--- config.mk ---
export PLATFORM = sky130hd
export DESIGN_NAME = hhq_interp
export DESIGN_NICKNAME = d
export VERILOG_FILES = /design/src/rtl/core/hhq_pkg.sv /design/src/rtl/core/hhq_interp.sv
export SDC_FILE = /design/constraint.sdc
export NUM_CORES = 2
export LEC_CHECK = 0
export BUFFER_PORTS_ARGS = -buffer_cell sky130_fd_sc_hd__buf_4
export CORE_MARGIN = 2
export CORE_UTILIZATION = 35
export CTS_CLUSTER_DIAMETER = 40
export DETAILED_ROUTE_END_ITERATION = 16
export PLACE_DENSITY_LB_ADDON = 0.25
export SKIP_LAST_GASP = 1
export SYNTH_ARGS = -nofsm -noshare
export SYNTH_HDL_FRONTEND = slang
export SYNTH_SLANG_ARGS = --single-unit
--- constraint.sdc ---
create_clock -name clk -period 24.8 [get_ports clk]
set_input_delay 2.48 -clock clk [delete_from_list [all_inputs] [get_ports clk]]
set_output_delay 2.48 -clock clk [all_outputs]
set_load 0.05 [all_outputs]
--- src/rtl/core/hhq_pkg.sv ---
`timescale 1ns / 1ps
package hhq_pkg;
    localparam int GRID_SIDE = 64;
    localparam int IDX_W = $clog2(GRID_SIDE);
    localparam int BANK_DEPTH = GRID_SIDE * GRID_SIDE / 4;
    localparam int BANK_AW = 2 * IDX_W - 2;
    localparam logic signed [31:0] OUTSIDE_HEIGHT = -32'sd58982400;
    localparam logic [16:0] Q_ONE = 17'd65536;

    localparam logic [2:0] REG_ORIGIN_X = 3'd0;
    localparam logic [2:0] REG_ORIGIN_Y = 3'd1;
    localparam logic [2:0] REG_ORIGIN_Z = 3'd2;
    localparam logic [2:0] REG_TILE_W = 3'd3;
    localparam logic [2:0] REG_INV_TILE_W = 3'd4;
    localparam logic [2:0] REG_GRID_VERT = 3'd5;

    localparam logic KIND_WRITE = 1'b0;
    localparam logic KIND_QUERY = 1'b1;

    typedef struct packed {
        logic              kind;
        logic signed [31:0] pos_x;
        logic signed [31:0] pos_z;
        logic [5:0]        sample_row;
        logic [5:0]        sample_col;
        logic signed [31:0] sample_value;
    } hhq_in_t;

    typedef struct packed {
        logic signed [31:0] height;
        logic              outside;
    } hhq_out_t;

    typedef struct packed {
        logic [IDX_W-1:0] tx;
        logic [IDX_W-1:0] tz;
        logic [15:0]      fx;
        logic [15:0]      fz;
        logic             outside;
    } hhq_loc_t;
endpackage

--- src/rtl/core/hhq_interp.sv ---
`timescale 1ns / 1ps
// Weights, three products, then sum and floor.
module hhq_interp
    import hhq_pkg::*;
(
    input  logic               clk,
    input  logic               en,
    input  logic signed [31:0] h00,
    input  logic signed [31:0] h10,
    input  logic signed [31:0] h01,
    input  logic signed [31:0] h11,
    input  logic [15:0]        fx,
    input  logic [15:0]        fz,
    output logic signed [31:0] interp
);
    logic [16:0]        sum;
    logic               upper;
    logic signed [31:0] a, b, c;
    logic [17:0]        wa, wb, wc;
    logic signed [50:0] pa_reg, pb_reg, pc_reg;
    logic signed [52:0] acc;

    always_comb
    begin
        sum = 17'(fx) + 17'(fz);
        upper = sum > Q_ONE;
        if (upper)
        begin
            a = h10; wa = 18'(Q_ONE) - 18'(fz);
            b = h11; wb = 18'(sum) - 18'(Q_ONE);
            c = h01; wc = 18'(Q_ONE) - 18'(fx);
        end
        else
        begin
            a = h00; wa = 18'(Q_ONE) - 18'(sum);
            b = h10; wb = 18'(fx);
            c = h01; wc = 18'(fz);
        end
    end

    always_ff @(posedge clk)
    begin
        if (en)
        begin
            pa_reg <= 51'(a) * $signed({33'd0, wa});
            pb_reg <= 51'(b) * $signed({33'd0, wb});
            pc_reg <= 51'(c) * $signed({33'd0, wc});
        end
    end

    assign acc = 53'(pa_reg) + 53'(pb_reg) + 53'(pc_reg);
    // Arithmetic shift is the floor. The weights sum to one, so the result is a
    // weighted average of 32-bit samples and fits back into 32 bits.
    assign interp = 32'(acc >>> 16);
endmodule

==> results.yml <==
floorplan:
  die_area_um2: 196000
  die_x_um: 442
  start_util_pct: 35.3
  die_y_um: 442
  io_pins: 194
  core_um2: 191000
  rows: 160
run_status:
  status: "complete, no violations"
place:
  numPortBuffers: 193
  place.gp.congestion: 0.928
  place_inst: 10068
  hpwl_um: 183000
timing:
  period_share_pct: 55.3
  holdWs_ps: 2510
  grt_setup_unrepaired: "no"
  finalSetupViolations: 0
  relSlewSlack_pct: 7.57
  slew_viol_final: 0
  period_needed_ps: 13710
  tns_ps: 0
  hold_violations: 0
  worstMarginPinSlew_ps: 1350
  timing.fmax_mhz: 73.0
synthesis:
  synth_top_area_share_pct: 48.5
  synth_largest_area_cell: "fa_1"
  yosys.cell_types.count: 82
  synth_warnings: 0
  synth_edf_count: 144
  ys_top_cells_by_area: "fa_1, inv_1, ha_1, edfxtp_1, nand2_1"
  ys_seq_elements: 144
  ys_seq_area_share_pct: 6.43
  synth_nets: 9714
  syn_area_um2: 67200
  syn_area_per_cell_um2: 8.97
  ys.flop_type: "edfxtp_1"
  async_flop_share_pct: 0
  syn_inst: 7497
drt:
  drt_pass1_iterations: 7
  ant_nets: 0
  vias_per_cell: 4.98
  drt_iter0_markers: 3388
  avgRoutedWirePerCell_um: 22.1
  drt_wl_total_um: 224000
  route.detailed.drc: 0
  num_vias: 50463
clocking:
  root_buffer: "clkbuf_16"
  cts_resized: 0
  htree_levels: 4
  hold_buffers: 0
  cts_sinks: 144
  cts_tree: "built"
  cts_setup_buffers: 0
  cts_made_buffers: 17
  path_clk_slew_ps: 70
  clockBufferDepth: 2
critical_path:
  crit_top_cell: "fa_1"
  cpPeakStageDelay_ps: 940
  cp.arrival_ps: 13910
  criticalPathCategory: "input port to register"
  critPathRequiredTime_ps: 25010
  cp_slowest_cell: "mux2i_1"
  cp-end-kind: "register"
  cp_max_fo: 110
  cp-start-kind: "input port"
job:
  maxCapViolCount: 0
hold_path:
  min_path_type: "input port to register"
global_route:
  grt_pass1_vias: 55070
  grt_max_degree: 111
  grt_use_total_pct: 23.4
  grt_pass1_wl_um: 344000
  antenna_found_initial: 31
  overflow: 0
cells_and_area:
  final_cell_mix: "inv_1, fa_1, nand2_1"
  nets: 9794
  stdcell_count: 10123
  drive_above_1_share_pct: 5.94
  area_growth_pct: 7.97
  final_common_cell: "inv_1"
==> logic make-up after synthesis <==
| logic type | synth area share [%] |
|---|---|
| AOI/OAI and AO/OA | 5.00 |
| xor gates and xnor gates | 3.19 |
| adders and majority gates | 56.4 |
| buffers and inverters | 12.9 |
| DFF | 6.43 |
| muxes | 2.26 |
| and+or+nand+nor | 13.8 |
==> cell usage after synthesis (80+ instances only) <==
master,instances
nor2_1,628
fa_1,1629
and2_1,132
nor2b_1,196
a21oi_1,158
clkbuf_1,204
edfxtp_1,144
xnor2_1,171
o21ai_0,80
nand2_1,884
inv_1,2082
ha_1,426
==> metal layers <==
layer / vias up / part of all wire [%] / global-route usage [%]
met3: 387 / 6.3 / 3.75
met2: 1602 / 49 / 40.4
met1: 26375 / 40 / 29.2
li1: 22087 / - / -
met5: - / 0.038 / 0
met4: 12 / 4.7 / 9.57
==> area by class of cell <==
type | count | area [µm²]
clock buffer | 17 | 425
clock inverter | 15 | 186
tap | 2511 | 3140
fill | 19550 | 118000
multi-input combinational | 5046 | 54500
sequential | 144 | 4320
inverter | 2084 | 7820
timing repair buffer | 284 | 2150
antenna | 22 | 55.1
==> through the flow <==
| stage | area, µm² | setup slack, ps | util, % |
|---|---|---|---|
| 5_1_grt | 72600 | 10510 | 38.1 |
| 3_5_place_dp | 71900 | 10560 | 37.7 |
| 2_1_floorplan | 67200 | 12220 | - |
| 3_3_place_gp | 71900 | 10560 | 37.7 |
| 6_report | 72600 | 11090 | 38.1 |
| 4_1_cts | 72500 | 11030 | 38.1 |
==> critical path, delay by kind of cell <==
family                     cells  cell delay, ps
adders and majority gates     10            4430
AOI/OAI and AO/OA              9            2660
buffers and inverters          8            1370
and+or+nand+nor                6            1330
muxes                          1             940
xor gates and xnor gates       1             460
==> path summary, 6_finish.rpt <==
path / cells past startpoint / end / start / slack (ps)
worst min-delay path: 2 / pc_reg[0] / h01[0] / 2510
worst max-delay path: 35 / pb_reg[46] / fx[0] / 11090
Power is not shown: default switching activity piles up to over one toggle a cycle in this logic, so the estimate is an artifact.
